### src/design/utr_pkg.sv
// utr_pkg: shared types and constants for the utf-8 / utf-16 transcoder
// used by the channel interfaces, the decoder, the encoder and the top level
// no dependencies
package utr_pkg;

	// conversion codes
	localparam logic [2:0] OP_U8_CP   = 3'd0;
	localparam logic [2:0] OP_CP_U8   = 3'd1;
	localparam logic [2:0] OP_U16_CP  = 3'd2;
	localparam logic [2:0] OP_CP_U16  = 3'd3;
	localparam logic [2:0] OP_U8_U16  = 3'd4;
	localparam logic [2:0] OP_U16_U8  = 3'd5;

	localparam int CP_W = 27;

	localparam logic [CP_W-1:0] CP_MAX_1B  = 27'h00007F;
	localparam logic [CP_W-1:0] CP_MAX_2B  = 27'h0007FF;
	localparam logic [CP_W-1:0] CP_MAX_BMP = 27'h00FFFF;
	localparam logic [CP_W-1:0] CP_MAX     = 27'h10FFFF;
	localparam logic [CP_W-1:0] CP_SUPP    = 27'h010000;
	localparam logic [CP_W-1:0] SURR_LO    = 27'h00D800;
	localparam logic [CP_W-1:0] SURR_HI    = 27'h00DFFF;

	localparam logic [15:0] HI_SURR_BASE = 16'hD800;
	localparam logic [15:0] LO_SURR_BASE = 16'hDC00;

	localparam logic [7:0] LEAD_2B = 8'hC0;
	localparam logic [7:0] LEAD_3B = 8'hE0;
	localparam logic [7:0] LEAD_4B = 8'hF0;
	localparam logic [7:0] CONT_B  = 8'h80;

	typedef struct packed {
		logic [2:0]  op;
		logic [2:0]  in_len;
		logic [15:0] in_unit0;
		logic [15:0] in_unit1;
		logic [7:0]  in_unit2;
		logic [7:0]  in_unit3;
		logic [20:0] in_code_point;
	} in_item_t;

	typedef struct packed {
		logic [26:0] out_code_point;
		logic [2:0]  out_len;
		logic [15:0] out_unit0;
		logic [15:0] out_unit1;
		logic [7:0]  out_unit2;
		logic [7:0]  out_unit3;
		logic        error;
	} out_item_t;

	typedef struct packed {
		logic [CP_W-1:0] cp;
		logic            ok;
	} dec_res_t;

	typedef struct packed {
		logic [2:0]  len;
		logic [15:0] unit0;
		logic [15:0] unit1;
		logic [7:0]  unit2;
		logic [7:0]  unit3;
		logic        ok;
	} enc_res_t;

endpackage

### src/design/utr_if.sv
// utr_if: valid/ready channel interfaces for request and result transactions
// depends on utr_pkg
interface utr_req_if;
	import utr_pkg::*;

	logic     valid;
	logic     ready;
	in_item_t data;

	modport source (output valid, output data, input ready);
	modport sink (input valid, input data, output ready);
endinterface

interface utr_rsp_if;
	import utr_pkg::*;

	logic      valid;
	logic      ready;
	out_item_t data;

	modport source (output valid, output data, input ready);
	modport sink (input valid, input data, output ready);
endinterface

### src/design/utr_decode.sv
// utr_decode: utf-8 or utf-16 code units to code point, combinational
// depends on utr_pkg
module utr_decode (
	input  logic              utf16,
	input  logic [2:0]        len,
	input  logic [15:0]       unit0,
	input  logic [15:0]       unit1,
	input  logic [7:0]        unit2,
	input  logic [7:0]        unit3,
	output utr_pkg::dec_res_t res
);
	import utr_pkg::*;

	logic [7:0]  b0;
	logic [7:0]  b1;
	logic [15:0] w0_off;
	logic [15:0] w1_off;

	assign b0 = unit0[7:0];
	assign b1 = unit1[7:0];
	// 16-bit wrapping offsets of a surrogate pair
	assign w0_off = unit0 - HI_SURR_BASE;
	assign w1_off = unit1 - LO_SURR_BASE;

	always_comb begin
		res = '0;
		if (utf16) begin
			case (len)
				3'd1: begin
					res.cp = {11'd0, unit0};
					res.ok = 1'b1;
				end
				3'd2: begin
					res.cp = {1'b0, w0_off, 10'd0} + {11'd0, w1_off} + CP_SUPP;
					res.ok = 1'b1;
				end
				default: res = '0;
			endcase
		end else begin
			// lead and continuation bytes are masked, not checked
			case (len)
				3'd1: begin
					res.cp = {19'd0, b0};
					res.ok = 1'b1;
				end
				3'd2: begin
					res.cp = {16'd0, b0[4:0], b1[5:0]};
					res.ok = 1'b1;
				end
				3'd3: begin
					res.cp = {11'd0, b0[3:0], b1[5:0], unit2[5:0]};
					res.ok = 1'b1;
				end
				3'd4: begin
					res.cp = {6'd0, b0[2:0], b1[5:0], unit2[5:0], unit3[5:0]};
					res.ok = 1'b1;
				end
				default: res = '0;
			endcase
		end
	end

endmodule

### src/design/utr_encode.sv
// utr_encode: code point to utf-8 bytes or utf-16 words, combinational
// depends on utr_pkg
module utr_encode (
	input  logic              utf16,
	input  logic [26:0]       cp,
	output utr_pkg::enc_res_t res
);
	import utr_pkg::*;

	logic [19:0] v;

	// offset into the supplementary planes
	assign v = cp[19:0] - CP_SUPP[19:0];

	always_comb begin
		res = '0;
		if (utf16) begin
			if (cp <= CP_MAX_BMP && (cp < SURR_LO || cp > SURR_HI)) begin
				res.len   = 3'd1;
				res.unit0 = cp[15:0];
				res.ok    = 1'b1;
			end else if (cp >= CP_SUPP && cp <= CP_MAX) begin
				res.len   = 3'd2;
				res.unit0 = HI_SURR_BASE + {6'd0, v[19:10]};
				res.unit1 = LO_SURR_BASE + {6'd0, v[9:0]};
				res.ok    = 1'b1;
			end
		end else begin
			if (cp <= CP_MAX_1B) begin
				res.len   = 3'd1;
				res.unit0 = {9'd0, cp[6:0]};
				res.ok    = 1'b1;
			end else if (cp <= CP_MAX_2B) begin
				res.len   = 3'd2;
				res.unit0 = {8'd0, LEAD_2B + {3'd0, cp[10:6]}};
				res.unit1 = {8'd0, CONT_B + {2'd0, cp[5:0]}};
				res.ok    = 1'b1;
			end else if (cp <= CP_MAX_BMP) begin
				res.len   = 3'd3;
				res.unit0 = {8'd0, LEAD_3B + {4'd0, cp[15:12]}};
				res.unit1 = {8'd0, CONT_B + {2'd0, cp[11:6]}};
				res.unit2 = CONT_B + {2'd0, cp[5:0]};
				res.ok    = 1'b1;
			end else if (cp <= CP_MAX) begin
				res.len   = 3'd4;
				res.unit0 = {8'd0, LEAD_4B + {5'd0, cp[20:18]}};
				res.unit1 = {8'd0, CONT_B + {2'd0, cp[17:12]}};
				res.unit2 = CONT_B + {2'd0, cp[11:6]};
				res.unit3 = CONT_B + {2'd0, cp[5:0]};
				res.ok    = 1'b1;
			end
		end
	end

endmodule

### src/design/utf8_utf16_transcoder.sv
// utf8_utf16_transcoder: one-character utf-8 / utf-16 / code point converter
// depends on utr_pkg, utr_if, utr_decode and utr_encode
//
// usage
//   req carries one character per transaction: op picks the conversion,
//   in_len the number of code units, in_unit0..3 the units and
//   in_code_point the value to encode for the two encode-only ops
//   rsp carries exactly one result transaction per request
//   rsp.valid rises once the request has passed the input register and the
//   result register; while rsp.ready stays high the throughput is one
//   character per cycle: an input register feeds the decoder and encoder,
//   whose result is caught in a result register
//   reset (arst_n low) empties both registers; payload is not cleared
//   when rsp.ready is low the result register holds; the input register
//   still takes one more transaction, after which req.ready drops until
//   the result is taken
//   bad lengths, unknown ops, out-of-range code points to encode and
//   surrogates to encode as utf-16 give error set with every other field zero
module utf8_utf16_transcoder (
	input logic       clk,
	input logic       arst_n,
	utr_req_if.sink   req,
	utr_rsp_if.source rsp
);
	import utr_pkg::*;

	// stage registers
	logic      v_s1;
	in_item_t  item_s1;
	logic      v_s2;
	out_item_t res_s2;

	logic      adv_s2;
	dec_res_t  dec;
	enc_res_t  enc;
	logic      src_utf16;
	logic      dst_utf16;
	logic      enc_direct;
	logic [26:0] enc_cp;
	logic      ok;
	out_item_t res_c;

	// result register frees when empty or when its transaction is taken
	assign adv_s2    = !v_s2 || rsp.ready;
	assign req.ready = !v_s1 || adv_s2;

	always_ff @(posedge clk or negedge arst_n) begin
		if (!arst_n) begin
			v_s1 <= 1'b0;
			v_s2 <= 1'b0;
		end else begin
			if (req.ready) begin
				v_s1 <= req.valid;
			end
			if (adv_s2) begin
				v_s2 <= v_s1;
			end
		end
	end

	always_ff @(posedge clk) begin
		if (req.valid && req.ready) begin
			item_s1 <= req.data;
		end
		if (adv_s2 && v_s1) begin
			res_s2 <= res_c;
		end
	end

	// route the conversion: which side decodes, which side encodes
	assign src_utf16  = (item_s1.op == OP_U16_CP) || (item_s1.op == OP_U16_U8);
	assign dst_utf16  = (item_s1.op == OP_CP_U16) || (item_s1.op == OP_U8_U16);
	assign enc_direct = (item_s1.op == OP_CP_U8) || (item_s1.op == OP_CP_U16);
	assign enc_cp     = enc_direct ? {6'd0, item_s1.in_code_point} : dec.cp;

	utr_decode u_decode (
		.utf16 (src_utf16),
		.len   (item_s1.in_len),
		.unit0 (item_s1.in_unit0),
		.unit1 (item_s1.in_unit1),
		.unit2 (item_s1.in_unit2),
		.unit3 (item_s1.in_unit3),
		.res   (dec)
	);

	utr_encode u_encode (
		.utf16 (dst_utf16),
		.cp    (enc_cp),
		.res   (enc)
	);

	always_comb begin
		case (item_s1.op)
			OP_U8_CP, OP_U16_CP: ok = dec.ok;
			OP_CP_U8, OP_CP_U16: ok = enc.ok;
			OP_U8_U16, OP_U16_U8: ok = dec.ok && enc.ok;
			default: ok = 1'b0;
		endcase
	end

	always_comb begin
		res_c = '0;
		if (!ok) begin
			// any failure clears the whole result and flags it
			res_c.error = 1'b1;
		end else if (item_s1.op == OP_U8_CP || item_s1.op == OP_U16_CP) begin
			res_c.out_code_point = dec.cp;
		end else begin
			res_c.out_len   = enc.len;
			res_c.out_unit0 = enc.unit0;
			res_c.out_unit1 = enc.unit1;
			res_c.out_unit2 = enc.unit2;
			res_c.out_unit3 = enc.unit3;
		end
	end

	assign rsp.valid = v_s2;
	assign rsp.data  = res_s2;

	// an accepted request always lands in the input register
	a_accept_fills_s1: assert property (@(posedge clk) disable iff (!arst_n)
		req.valid && req.ready |=> v_s1)
		else $error("accepted request lost before input register");

	// a held input item is not overwritten while the result side stalls
	a_s1_holds: assert property (@(posedge clk) disable iff (!arst_n)
		v_s1 && !adv_s2 |=> v_s1 && $stable(item_s1))
		else $error("input register changed during stall");

	// an empty input register never blocks the request channel
	a_ready_when_empty: assert property (@(posedge clk) disable iff (!arst_n)
		!v_s1 |-> req.ready)
		else $error("request channel blocked with empty input register");

	// an error result carries a zero length, no code point and zero unit0 and unit1
	a_error_clean: assert property (@(posedge clk) disable iff (!arst_n)
		rsp.valid && rsp.data.error |->
			rsp.data.out_len == 3'd0 && rsp.data.out_code_point == 27'd0 &&
			rsp.data.out_unit0 == 16'd0 && rsp.data.out_unit1 == 16'd0)
		else $error("error result with nonzero payload");

	// an encoded result never also carries a decoded code point
	a_enc_no_cp: assert property (@(posedge clk) disable iff (!arst_n)
		rsp.valid && rsp.data.out_len != 3'd0 |->
			rsp.data.out_code_point == 27'd0 && !rsp.data.error)
		else $error("encoded result carries a code point");

endmodule

### src/flat_wrapper.sv
// flat-port wrapper written by rule: the top's interface ports become plain ports
module utf8_utf16_transcoder_flat import utr_pkg::*;
  (clk, arst_n, req_valid, req_data, req_ready, rsp_valid, rsp_data, rsp_ready);
  utr_req_if req_i ();
  utr_rsp_if rsp_i ();
  input logic clk;
  input logic arst_n;
  input wire logic [$bits(req_i.valid)-1:0] req_valid;
  input wire logic [$bits(req_i.data)-1:0] req_data;
  output wire logic [$bits(req_i.ready)-1:0] req_ready;
  output wire logic [$bits(rsp_i.valid)-1:0] rsp_valid;
  output wire logic [$bits(rsp_i.data)-1:0] rsp_data;
  input wire logic [$bits(rsp_i.ready)-1:0] rsp_ready;
  assign req_i.valid = req_valid;
  assign req_i.data = req_data;
  assign req_ready = req_i.ready;
  assign rsp_valid = rsp_i.valid;
  assign rsp_data = rsp_i.data;
  assign rsp_i.ready = rsp_ready;
  utf8_utf16_transcoder u_core (.clk(clk), .arst_n(arst_n), .req(req_i), .rsp(rsp_i));
endmodule
### config.mk
export PLATFORM = sky130hd
export DESIGN_NAME = utf8_utf16_transcoder_flat
export DESIGN_NICKNAME = d
export VERILOG_FILES = /design/src/design/utr_pkg.sv /design/src/design/utr_if.sv /design/src/design/utr_decode.sv /design/src/design/utr_encode.sv /design/src/design/utf8_utf16_transcoder.sv /design/src/flat_wrapper.sv
export SDC_FILE = /design/constraint.sdc
export NUM_CORES = 1
export LEC_CHECK = 0
export BUFFER_PORTS_ARGS = -buffer_cell sky130_fd_sc_hd__clkbuf_2
export CAP_MARGIN = 30
export CORE_UTILIZATION = 59
export CTS_CLUSTER_DIAMETER = 120
export DETAILED_ROUTE_END_ITERATION = 6
export PLACE_DENSITY = 0.85
export SLEW_MARGIN = 40
export SYNTH_ARGS = -nofsm -noshare
export SYNTH_HDL_FRONTEND = slang
export SYNTH_SLANG_ARGS = --single-unit
### constraint.sdc
create_clock -name clk -period 9.12 [get_ports clk]
set_clock_uncertainty 0.2 [all_clocks]
set_input_delay 0.456 -clock clk [delete_from_list [all_inputs] [get_ports clk]]
set_output_delay 0.456 -clock clk [all_outputs]
set_load 0.01 [all_outputs]
==> impl_metrics.json <==
{
  "setup_slack_ps": 3850,
  "synth_edf_count": 143,
  "hold_slack_ps": -0.425,
  "routed_via_density": 6.36,
  "crit_fanout": 19,
  "hold_viol": 1,
  "slew_violations": 0,
  "worst_hold_path_type": "in -> reg",
  "routed_wl_mm": 22.1,
  "grt_pass1_vias": 6121,
  "cp_top_family": "compound AO/OA/AOI/OAI gates",
  "clkLatencyLatePin_ps": 440,
  "synth_common_cells": "edfxtp_1, nor2_1, o21ai_0",
  "status": "finished with violations",
  "vias": 6585,
  "finalCritPeriodShare_pct": 57.8,
  "drc": 0,
  "fin_nets": 943,
  "leakage_nw": 3.73,
  "finalCriticalPeriod_ps": 5270,
  "dpl.hpwl_mm": 15.2,
  "maxCapViolCount": 0,
  "synth_cell_types": 92,
  "ys_warn_count": 0,
  "slew-limit-headroom_pct": 40.6,
  "yosysTopAreaCellShare_pct": 55.3,
  "fmax_mhz": 190,
  "io_buffers": 152,
  "grt_pass1_wl_mm": 33.2,
  "rsz0062_at_grt": "no",
  "core_area_um2": 12700,
  "vdd_drop_max_uv": 166,
  "ant_nets": 0,
  "initial_core_util_pct": 61.1,
  "cp_slowest_cell": "o211ai_2",
  "die_width_um": 117,
  "routedWlPerCell_um": 21.3,
  "antenna_found_initial": 0,
  "violations": "hold timing",
  "fp-row-count": 41,
  "syn_avg_cell_area_um2": 11.8,
  "report.power.total_mw": 1.82,
  "clock_sinks": 145,
  "drive_above_1_share_pct": 26.2,
  "grtUsageTotal_pct": 33.7,
  "path_clk_slew_ps": 60,
  "drtIter0Drc": 759,
  "grt-ovfl-total": 0,
  "ys_seq_area_share_pct": 55.9,
  "cts_buffer_depth": 2,
  "setup_viol": 0,
  "synthesis.area_um2": 7770,
  "pre_cts_ws_ps": 3940,
  "crit_arrival_ps": 5210,
  "cts_root_buffer": "clkbuf_16",
  "async_reset_ff_share_pct": 1.38,
  "cp_cell_sequence": "ha_1, fa_1, a211oi_1, o21a_1, a221oi_1, a21oi_1, inv_1, ha_1, inv_1, nor2_1, nand4_2, a21boi_4, o211ai_2, o21a_1, o22ai_1",
  "crit_type": "reg -> reg",
  "cts_inserted_buffers": 17,
  "fin_setup_tns_ps": 0,
  "worst_path_largest_cell_delay_ps": 660,
  "postSynthCellCount": 658,
  "synth_area_leader_cell": "edfxtp_1",
  "ios": 160,
  "first_pass_iters": 6,
  "grt_max_degree": 72,
  "synth_top_flop_cell": "edfxtp_1",
  "die_y_um": 117,
  "gp_routability_congestion": 0.938,
  "worstPathRequired_ps": 9060,
  "end_kind": "flop",
  "diodes": 0,
  "cts_tree": "built",
  "worst-path-buf-inv": 2,
  "h-tree-depth": 4,
  "worstMarginPinSlew_ps": 881,
  "cts_setup_buffers": 0,
  "start_kind": "flop",
  "synth.most_common_cell": "edfxtp_1",
  "ys_seq_elements": 145,
  "ys_top_cells_by_area": "edfxtp_1, nor2_1, o21ai_0",
  "die_area_um2": 13600,
  "pwr_density_cell_nw_per_um2": 188,
  "syn_to_final_growth_pct": 24.4
}
-- through the flow --
stage | instance area (µm²) | util (%) | instances
after global routing | 9670 | 76.0 | 1035
after CTS | 9650 | 75.9 | 1034
after global placement | 8590 | 67.5 | 952
after floorplan | 7780 | - | 660
final | 9670 | 76.0 | 1035
after detailed placement | 8600 | 67.6 | 953
-- power breakdown --
group	switching [mW]	internal [mW]
registers	0.0354	0.796
logic	0.203	0.128
clock network	0.263	0.394
total	0.501	1.32
-- state kept, by name, summed over array words and instances, names as in the netlist --
signal / flops
u_core.v_s1: 1
u_core.rsp.data: 72
u_core.item_s1: 71
u_core.rsp.valid: 1
-- worst reg2reg max path: stages, from the launching register on --
cell      delay (ps)
edfxtp_1         520
ha_1             280
fa_1             410
a211oi_1         580
o21a_1           380
a221oi_1         120
a21oi_1          540
inv_1            140
ha_1             270
inv_1             90
nor2_1            90
nand4_2          180
a21boi_4         100
o211ai_2         660
o21a_1           320
o22ai_1          100
-- cell usage in the layout, fill, tap and decap left out, types with 7 or more instances in the layout --
cell type      netlist  final
clkbuf_2             0    152
edfxtp_1           143    143
nor2_1              65     65
dlygate4sd3_1        0     51
o21ai_0             37     33
nand2_1             31     31
a21oi_1             27     27
clkbuf_16            0     17
nor3_1              15     14
inv_1               13     13
xnor2_1             13     13
o22ai_1             12     12
ha_1                12     12
nand3b_1            11     11
o21a_1              11     11
a211oi_1            10     10
nand3_1              9      9
a22oi_1              9      9
buf_4               10      9
o211ai_1             8      8
nor2b_1              8      8
nand2b_1             8      8
and2_1              10      8
a21o_1               7      7
a22o_1               7      7
nor4_1               7      7
-- path summary, 6_finish.rpt --
| path | startpoint | end | slack (ps) | cells past startpoint |
|---|---|---|---|---|
| worst max-delay path | u_core.item_s1[53] | u_core.rsp.data[22] | 3850 | 15 |
| worst min-delay path | req_data[56] | u_core.item_s1[56] | -0.4 | 1 |
| worst max register to register | u_core.item_s1[53] | u_core.rsp.data[22] | 3850 | 15 |
| worst min register to register | u_core.v_s1 | u_core.rsp.valid | 330 | 1 |
| max in group asynchronous | arst_n | u_core.rsp.valid | 8490 | 2 |
| min in group asynchronous | arst_n | u_core.v_s1 | 130 | 2 |
-- cell families after synthesis --
family	count (synthesis)	share of synthesized area, %
xor gates and xnor gates	16	1.80
AOI/OAI and AO/OA	208	19.8
adders and majority gates	13	2.19
DFF	145	55.9
and+or+nand+nor	215	15.7
other	1	0.0483
muxes	3	0.596
buffers and inverters	57	3.91
-- repair_timing --
action,4_1_cts,5_1_grt
setup endpoints to repair,0,0
hold buffers,50,1
endpoints found under the hold margin,51,1
gates resized for setup,0,0
-- final cells by class --
type                       instances  area (µm²)
clock inverter                    13         121
tap                              172         215
fill                             845        3060
sequential                       145        4340
timing repair buffer             214        1360
clock buffer                      18         429
multi-input combinational        458        3150
inverter                          15        56.3
-- metal layers --
layer	track usage, %	up-vias	wire length [µm]
li1	-	2976	-
met1	43.2	3135	8570
met2	55.2	418	10700
met3	7.63	56	2150
met4	14.6	0	629
met5	0	-	0
(Power assumes the default switching activity.)
